<file path="config.mk">
export PLATFORM = sky130hd
export DESIGN_NAME = psrb_ctrl
export DESIGN_NICKNAME = d
export VERILOG_FILES = /design/src/psrb_pkg.sv /design/src/psrb_ctrl.sv
export SDC_FILE = /design/constraint.sdc
export NUM_CORES = 1
export LEC_CHECK = 0
export BUFFER_PORTS_ARGS = -buffer_cell sky130_fd_sc_hd__buf_2
export CAP_MARGIN = 20
export CORE_AREA = 3 3 40 42
export DETAILED_ROUTE_END_ITERATION = 10
export DIE_AREA = 0 0 43 45
export PLACE_DENSITY_LB_ADDON = 0.2
export SLEW_MARGIN = 20
export SYNTH_ARGS = -nofsm -noshare
export SYNTH_HDL_FRONTEND = slang
export SYNTH_SLANG_ARGS = --single-unit
</file>
<file path="constraint.sdc">
create_clock -name clk -period 1.4 [get_ports clk]
set_clock_uncertainty 0.2 [all_clocks]
set_input_delay 0.28 -clock clk [delete_from_list [all_inputs] [get_ports clk]]
set_output_delay 0.28 -clock clk [all_outputs]
set_load 0.005 [all_outputs]
</file>
<file path="src/psrb_pkg.sv">
// shared types, status codes and state encodings for the per-sender reorder buffer
package psrb_pkg;

  // value of the senders-in-use register after reset
  localparam logic [4:0] SENDERS_RESET = 5'd16;

  // result status codes
  localparam logic [2:0] STAT_DELIVERED  = 3'd0;
  localparam logic [2:0] STAT_HELD       = 3'd1;
  localparam logic [2:0] STAT_STALE      = 3'd2;
  localparam logic [2:0] STAT_BEYOND     = 3'd3;
  localparam logic [2:0] STAT_BAD_SENDER = 3'd4;

  // one incoming message
  typedef struct packed {
    logic [4:0]  sender;
    logic [31:0] seq_id;
    logic [31:0] payload;
  } in_item_t;

  // one result transfer
  typedef struct packed {
    logic [4:0]  out_sender;
    logic [31:0] out_seq_id;
    logic [31:0] out_payload;
    logic        delivered;
    logic [2:0]  status;
    logic        last;
  } result_t;

  // sequencer states
  typedef enum logic [1:0] {
    S_IDLE,
    S_EVAL,
    S_DRAIN
  } fsm_state_t;

  // classification of a message against its sender's state
  typedef enum logic [2:0] {
    V_BAD,
    V_STALE,
    V_BEYOND,
    V_DUP,
    V_HOLD,
    V_DELIVER
  } verdict_t;

  // controller to datapath
  typedef struct packed {
    logic accept;
    logic eval;
    logic drain;
  } dp_cmd_t;

  // datapath to controller
  typedef struct packed {
    logic eval_more;
    logic drain_more;
  } dp_status_t;

endpackage

</file>
<file path="src/psrb_ctrl.sv">
// sequencer for the reorder buffer: accept, evaluate, drain
module psrb_ctrl import psrb_pkg::*; (
  input  logic       clk,
  input  logic       rst,
  input  logic       start,
  input  dp_status_t status,
  output dp_cmd_t    cmd,
  output logic       busy
);

  fsm_state_t state, state_next;

  // state register
  always_ff @(posedge clk) begin
    if (rst) begin
      state <= S_IDLE;
    end else begin
      state <= state_next;
    end
  end

  // next state
  always_comb begin
    state_next = state;
    unique case (state)
      S_IDLE: begin
        if (start) state_next = S_EVAL;
      end
      S_EVAL: begin
        state_next = status.eval_more ? S_DRAIN : S_IDLE;
      end
      S_DRAIN: begin
        state_next = status.drain_more ? S_DRAIN : S_IDLE;
      end
      default: begin
        state_next = S_IDLE;
      end
    endcase
  end

  // commands
  always_comb begin
    cmd  = '0;
    busy = 1'b1;
    unique case (state)
      S_IDLE: begin
        busy       = 1'b0;
        cmd.accept = start;
      end
      S_EVAL: begin
        cmd.eval = 1'b1;
      end
      S_DRAIN: begin
        cmd.drain = 1'b1;
      end
      default: begin
        busy = 1'b0;
      end
    endcase
  end

endmodule

</file>
==> results of run 1 <==
[stage by stage]
stage	total power, mW	TNS [ns]	hold WS (ns)	setup slack [ns]	util (%)
after floorplan	0.124	0	0.135	0.00275	-
after global placement	0.166	-0.0585	0.251	-0.0585	19.9
after detailed placement	0.167	-0.0736	0.252	-0.0736	19.9
after CTS	0.358	-0.269	0.0111	-0.0792	27.0
after global routing	0.374	-0.413	0.0167	-0.106	27.0
final	0.346	-0.226	0.0224	-0.0708	27.0
[power breakdown]
part / internal [mW] / switching (mW) / leakage (nW) / total [mW]
registers: 0.0660 / 0.00494 / 0.0172 / 0.0709
logic: 0.0942 / 0.0544 / 0.135 / 0.149
clock network: 0.0945 / 0.0317 / 0.0138 / 0.126
total: 0.255 / 0.0911 / 0.166 / 0.346
[final timing paths]
kind | endpoint | slack, ns | depth (start not counted)
worst min-delay path | state[1] | 0.02 | 2
worst max register to register | state[1] | -0.05 | 5
worst max-delay path | cmd[2] | -0.07 | 4
worst min register to register | state[0] | 0.42 | 3
[cell families after synthesis]
logic type	count (synthesis)
AO/OA/AOI/OAI	2
flip-flops	2
multiplexers	1
adder cells (fa/ha/maj)	5
AND/OR/NAND/NOR	5
buffers and inverters	2
[critical path, cell delays in order, from the launching register on]
cell and delay, ns:
sky130_fd_sc_hd__dfxtp_2 0.32, sky130_fd_sc_hd__inv_2 0.06, sky130_fd_sc_hd__ha_4 0.15, sky130_fd_sc_hd__and2_4 0.13, sky130_fd_sc_hd__buf_6 0.10
[cell usage in the layout, fill, tap and decap left out]
cell | netlist | routed
sky130_fd_sc_hd__buf_2 | 0 | 6
sky130_fd_sc_hd__inv_2 | 0 | 2
sky130_fd_sc_hd__nand2_1 | 1 | 1
sky130_fd_sc_hd__a22oi_1 | 1 | 1
sky130_fd_sc_hd__buf_6 | 0 | 2
sky130_fd_sc_hd__and2_4 | 0 | 1
sky130_fd_sc_hd__clkbuf_4 | 0 | 3
sky130_fd_sc_hd__ha_1 | 5 | 1
sky130_fd_sc_hd__ha_4 | 0 | 1
sky130_fd_sc_hd__nor2_1 | 1 | 1
sky130_fd_sc_hd__buf_4 | 0 | 7
sky130_fd_sc_hd__a21oi_2 | 1 | 1
sky130_fd_sc_hd__dfxtp_2 | 0 | 2
sky130_fd_sc_hd__ha_2 | 0 | 3
sky130_fd_sc_hd__mux2i_1 | 1 | 1
sky130_fd_sc_hd__or3_4 | 0 | 1
sky130_fd_sc_hd__nor2b_4 | 1 | 1
[per-layer routing]
layer	vias to the layer above	wire length (um)	global-route usage, %
met2	8	194	8.38
met3	0	47	1.20
met4	0	0	7.23
met5	-	0	0
li1	93	-	-
met1	79	197	6.24
[final cells by class]
cell class / count / area [um^2] / area share, %
inverter: 2 / 7.51 / 2.17
clock buffer: 3 / 22.5 / 6.50
sequential: 2 / 42.5 / 12.3
tap: 15 / 18.8 / 5.42
timing repair buffer: 15 / 105 / 30.3
multi-input combinational: 13 / 150 / 43.3
[repair_timing]
item | CTS | global route
setup endpoints to repair | 5 | 5
hold buffers | 0 | 0
pin swaps | 3 | 0
cloned | 0 | 0
gates resized for setup | 11 | 0
buffers inserted | 4 | 0
==> metrics.md, run 1 <==
| Metric | Value |
|---|---|
| Yosys cell types | 11 |
| Cell type contributing the most total cell area after synthesis | sky130_fd_sc_hd__ha_1 |
| Setup crit start kind | flip-flop |
| Violation count after the first detailed-routing iteration | 0 |
| CTS tree | built |
| Critical Path Start | state[1] |
| Final layout net count | 47 |
| Area of the placeable core | 1280 um^2 |
| Count of inserted antenna diode cells | 0 |
| Library cell with the highest instance count after synthesis | sky130_fd_sc_hd__ha_1 |
| Final Hold Viols | 0 |
| Post-Synthesis Cells | 17 |
| Clock Latency Late Sink | around 0.22 ns |
| Proportion of netlist area held by the largest area contributor | a little over a third |
| Synth Warn # | 0 |
| P_leak | about 0.17 nW |
| Fraction of synthesis flops using an asynchronous set or reset pin | 0% |
| Instance count after placement with tap cells included | 43 |
| Boundary pin count | 9 |
| Combinational family with the most area after synthesis | adder cells |
| EDFF count, synth | 0 |
| Worst vdd ir | roughly 0.32 mV |
| Post-route DRC violation count | 0 |
| Avg Inst Size Synth | 10.1 um^2 |
| Number of slew-limit violations in the final report | 0 |
| Unrepaired setup endpoints after global routing | yes |
| Worst Path Max Fanout | 3 |
| Synthesis-to-layout area growth | 102% |
| Data arrival time at the worst-slack endpoint | between 0.9 and 1 ns |
| Min cycle time layout | 1.47 ns |
| Worst path required time | slightly above 0.9 ns |
| Sequential area share after synthesis | between 20% and 30% |
| Synth cell count leaders | sky130_fd_sc_hd__ha_1, sky130_fd_sc_hd__dfxtp_1, sky130_fd_sc_hd__inv_1 |
| Vertical extent of the die | roughly 45 um |
| Dpl cell area | between 200 and 300 um^2 |
| Largest register FFs | 2 |
| Synth Net Count | 27 |
| Clock transition at path regs | around 0.030 ns |
| Status | complete, but fails checks |
| Fraction of final layout cells with drive strength greater than 1 | ~86% |
| Antenna violations before repair | 0 |
| Routability congestion estimate | between 0.6 and 0.7 |
| Grt ovf | 0 |
| Startpoint of the worst hold path | rst |
| Reg2Reg Launch Point | state[0] |
| Count of buffers from port buffering | 8 |
| Clock root buffer | sky130_fd_sc_hd__clkbuf_4 |
| Maxcap violations | 0 |
| Max Root-Sink Buffers | 2 |
| Width of the die | between 40 and 50 um |
| Cell area after synthesis | around 170 um^2 |
| Total vias in the final route | 180 |
| TritonCTS Buffers | 3 |
| Pin count of the biggest net entering global routing | 4 |
| # setup viols final | 5 |
| Top flip-flop cell by instance count after synthesis | sky130_fd_sc_hd__dfxtp_1 |
| Slew at the pin closest to its max-slew limit | approximately 0.17 ns |
| Multiplexer fraction of the synthesized cell area | a little under 6% |
| Post-synthesis adder-cell area fraction | a little over a third |
| Compound-cell area share of the yosys netlist | under 10% |
| Wire length of the first global-routing pass | ~750 um |
| Average detailed-routed wire length per instance | 8.80 um |
| DIE AREA | around 1900 um^2 |
| Pwr Density | roughly 1000 nW/um^2 |
| Aggregate global-route resource usage | under 10% |
| Layout filler cell count | roughly 150 |
| Routed via count divided by cell count | 3.60 |
| Largest regs | state: 2 flops |
| DP Wirelength | between 300 and 400 um |
| DRT antenna net count | 0 |
| Vias in the first global route | 193 |
| Area share of xor/xnor cells in the synthesized design | 0% |
| Number of standard cells in the final layout excluding fillers | 50 |
| Post-Synth Simple-Gate Area | between 20% and 30% |
| First-pass DRT Iterations | 1 |
| Min-Delay Path Class | input pin to flip-flop |
| Floorplan row count | 13 |
| Critical path capture point type | output pin |
| Fmax | around 700 MHz |
| Largest cells by area after synthesis | sky130_fd_sc_hd__ha_1, sky130_fd_sc_hd__dfxtp_1, sky130_fd_sc_hd__nor2b_4, sky130_fd_sc_hd__mux2i_1, sky130_fd_sc_hd__a21oi_2 |
| Flops & latches, synth | 2 |
| Final design area excluding fillers | between 300 and 400 um^2 |
| Wire length reported by the detailed router | 440 um |
| Relative max-transition margin | between 80% and 90% |
| Min setup slack post-route | -0.0708 ns |
| H-tree depth | 1 |
| Starting density of the core | a little over an eighth |
| Violations in the final reports | negative setup slack |
| # clock sinks | 2 |
| Kind of critical path | flip-flop to output pin |
| Most flop-heavy register | state |
| Period utilisation layout | 105% |
Power figures use the tool's default switching activity.
==> run 2: changes to the inputs <==
Clock period 1.4 ns to 1.2 ns, I/O delays scaled along.
==> run 2 against run 1 <==
Against the previous run:
- the flow still finishes with violations (negative setup slack)
- core utilization shrank 0.58 points
- setup slack got worse by 0.17 ns
- worst hold slack gained 0.14 ns
==> metrics.md, run 2 (synthesis results as in run 1) <==
| Metric | Value |
|---|---|
| Wire length reported by the detailed router | 440 um (unchanged) |
| Max Root-Sink Buffers | 2 (unchanged) |
| Wire length of the first global-routing pass | 717 um (-3.8%) |
| Status | complete, but fails checks |
| Worst vdd ir | 0.500 mV (+55%) |
| Clock Latency Late Sink | 0.22 ns (about the same) |
| Pwr Density | 1170 nW/um^2 (+17%) |
| Largest regs | state: 2 flops |
| # setup viols final | 6 (+1) |
| Dpl cell area | 250 um^2 (-2.0%) |
| Post-route DRC violation count | 0 (unchanged) |
| Boundary pin count | 9 (unchanged) |
| GR Layer Usage met2 | 8.08% (-0.30 points) |
| Worst setup slack before clock tree synthesis | -0.222 ns (-0.149 ns) |
| Data arrival time at the worst-slack endpoint | 1.00 ns (about the same) |
| Global route hottest layer | met2 |
| GR Util met1 | 5.28% (-0.96 points) |
| Fin util | 26.4% (-0.58 points) |
| Width of the die | 43 um (unchanged) |
| Leading cell type in the layout, fill and taps excluded | sky130_fd_sc_hd__buf_2 |
| Sequence of cells on the critical path | inv_2 > ha_4 > and2_4 > buf_6 |
| # clock sinks | 2 (unchanged) |
| Delay of the slowest cell on the worst path | 0.33 ns (about the same) |
| Final layout net count | 45 (-4.3%) |
| Vertical extent of the die | 45 um (unchanged) |
| DRT antenna net count | 0 (unchanged) |
| TritonCTS Buffers | 3 (unchanged) |
| Largest register FFs | 2 (unchanged) |
| Critical path capture point type | output pin |
| Fmax | between 600 and 700 MHz |
| Final Hold Viols | 0 (unchanged) |
| Crit-path slowest cell | sky130_fd_sc_hd__dfxtp_2 |
| Min cycle time layout | roughly 1.4 ns |
| Number of slew-limit violations in the final report | 0 (unchanged) |
| Worst path required time | 0.76 ns (-0.16 ns) |
| Period utilisation layout | 120% |
| Synthesis-to-layout area growth | 97.8% |
| Clock transition at path regs | 0.03 ns (about the same) |
| Aggregate global-route resource usage | 5.65% (-0.083 points) |
| Grt ovf | 0 (unchanged) |
| DIE AREA | 1940 um^2 (unchanged) |
| Count of inserted antenna diode cells | 0 (unchanged) |
| Routed via count divided by cell count | 3.56 (-1.0%) |
| Kind of critical path | flip-flop to output pin |
| First-pass DRT Iterations | 1 (unchanged) |
| Total vias in the final route | 171 (-5.0%) |
| Clock root buffer | sky130_fd_sc_hd__clkbuf_4 |
| Area of combinational cells with multiple inputs | 155 um^2 (+3.3%) |
| Violations in the final reports | negative setup slack |
| Maxcap violations | 0 (unchanged) |
| Min setup slack post-route | -0.240 ns (-0.169 ns) |
| H-tree depth | 1 (unchanged) |
| Layout filler cell count | 151 (unchanged) |
| Unrepaired setup endpoints after global routing | yes |
| Average detailed-routed wire length per instance | 9.17 um (+4.2%) |
| Pin count of the biggest net entering global routing | 4 (unchanged) |
| Count of buffers from port buffering | 8 (unchanged) |
| Starting density of the core | 13.3% (unchanged) |
| Worst Path Max Fanout | 3 (unchanged) |
| Setup crit start kind | flip-flop |
| Most flop-heavy register | state |
| Floorplan row count | 13 (unchanged) |
| Min-Delay Path Class | input pin to flip-flop |
| Sequential cell area | 42.5 um^2 (unchanged) |
| Most used cells in the layout excluding fill and tap cells | sky130_fd_sc_hd__buf_2, sky130_fd_sc_hd__buf_4, sky130_fd_sc_hd__clkbuf_4 |
| Slew at the pin closest to its max-slew limit | 0.131 ns (-0.0417 ns) |
| Violation count after the first detailed-routing iteration | 0 (unchanged) |
| Routability congestion estimate | 0.591 (-9.7%) |
| Antenna violations before repair | 0 (unchanged) |
| Fraction of final layout cells with drive strength greater than 1 | 78.8% (-6.9 points) |
| Vias in the first global route | 172 (-11%) |
| P_leak | 0.158 nW (-4.6%) |
| Met3 capacity usage during global routing | 3.98% (+2.8 points) |
| Final design area excluding fillers | 339 um^2 (-2.2%) |
| Final-layout worst hold slack | 0.160 ns (+0.137 ns) |
| CTS tree | built |
| Relative max-transition margin | 91.0% (+2.5 points) |
| Area of the placeable core | 1280 um^2 (unchanged) |
## run 2: cell count changes in the layout (fill, tap and decap cells not counted)
cell / before / now
sky130_fd_sc_hd__dlygate4sd3_1: 0 / 1
sky130_fd_sc_hd__or3_4: 1 / 0
sky130_fd_sc_hd__ha_2: 3 / 2
sky130_fd_sc_hd__or3_1: 0 / 1
sky130_fd_sc_hd__ha_4: 1 / 2
sky130_fd_sc_hd__buf_4: 7 / 4
## run 2: critical path: cells and delay by family (launching register included)
family / cells / cell delay, ns
DFF: 1 / 0.33
and+or+nand+nor: 1 / 0.13
buffers and inverters: 2 / 0.16
adders and majority gates: 1 / 0.16
## run 2: path summary, 6_finish.rpt
| path | from | endpoint | slack (ns) | cells past startpoint |
|---|---|---|---|---|
| setup / recovery | state[1] | cmd[2] | -0.24 | 4 |
| hold / removal | start | state[1] | 0.16 | 4 |
| setup reg to reg | state[1] | state[1] | -0.24 | 5 |
| hold reg to reg | state[0] | state[0] | 0.43 | 3 |
## run 2: layout make-up
class                      instances  share of cell area [%]
multi-input combinational         13                    45.8
tap                               15                    5.54
inverter                           2                    2.21
clock buffer                       3                    6.64
sequential                         2                    12.5
timing repair buffer              13                    27.3
## run 2: per-layer routing
metal	wire length, um	vias to the layer above
met2	196	10
met3	55	2
met5	0	-
met4	11	0
li1	-	87
met1	176	72
## run 2: what timing repair did
action	CTS	global route
endpoints found under the setup margin	6	6
hold buffers	1	0
buffers inserted	3	0
pin swaps	2	0
endpoints found under the hold margin	2	0
resized for setup	6	2
## run 2: stage by stage
step	setup TNS [ns]	power, mW	std cells
detailed placement	-0.456	0.196	42
global route	-1.43	0.438	48
finish	-1.14	0.397	48
global placement	-0.394	0.195	42
floorplan	-0.170	0.148	17
CTS	-1.23	0.408	48
## run 2: power by group
| part | total (mW) | switching [mW] | internal [mW] | leakage, nW |
|---|---|---|---|---|
| registers | 0.0827 | 0.00571 | 0.0770 | 0.0172 |
| logic | 0.167 | 0.0650 | 0.102 | 0.127 |
| clock network | 0.147 | 0.0371 | 0.110 | 0.0138 |
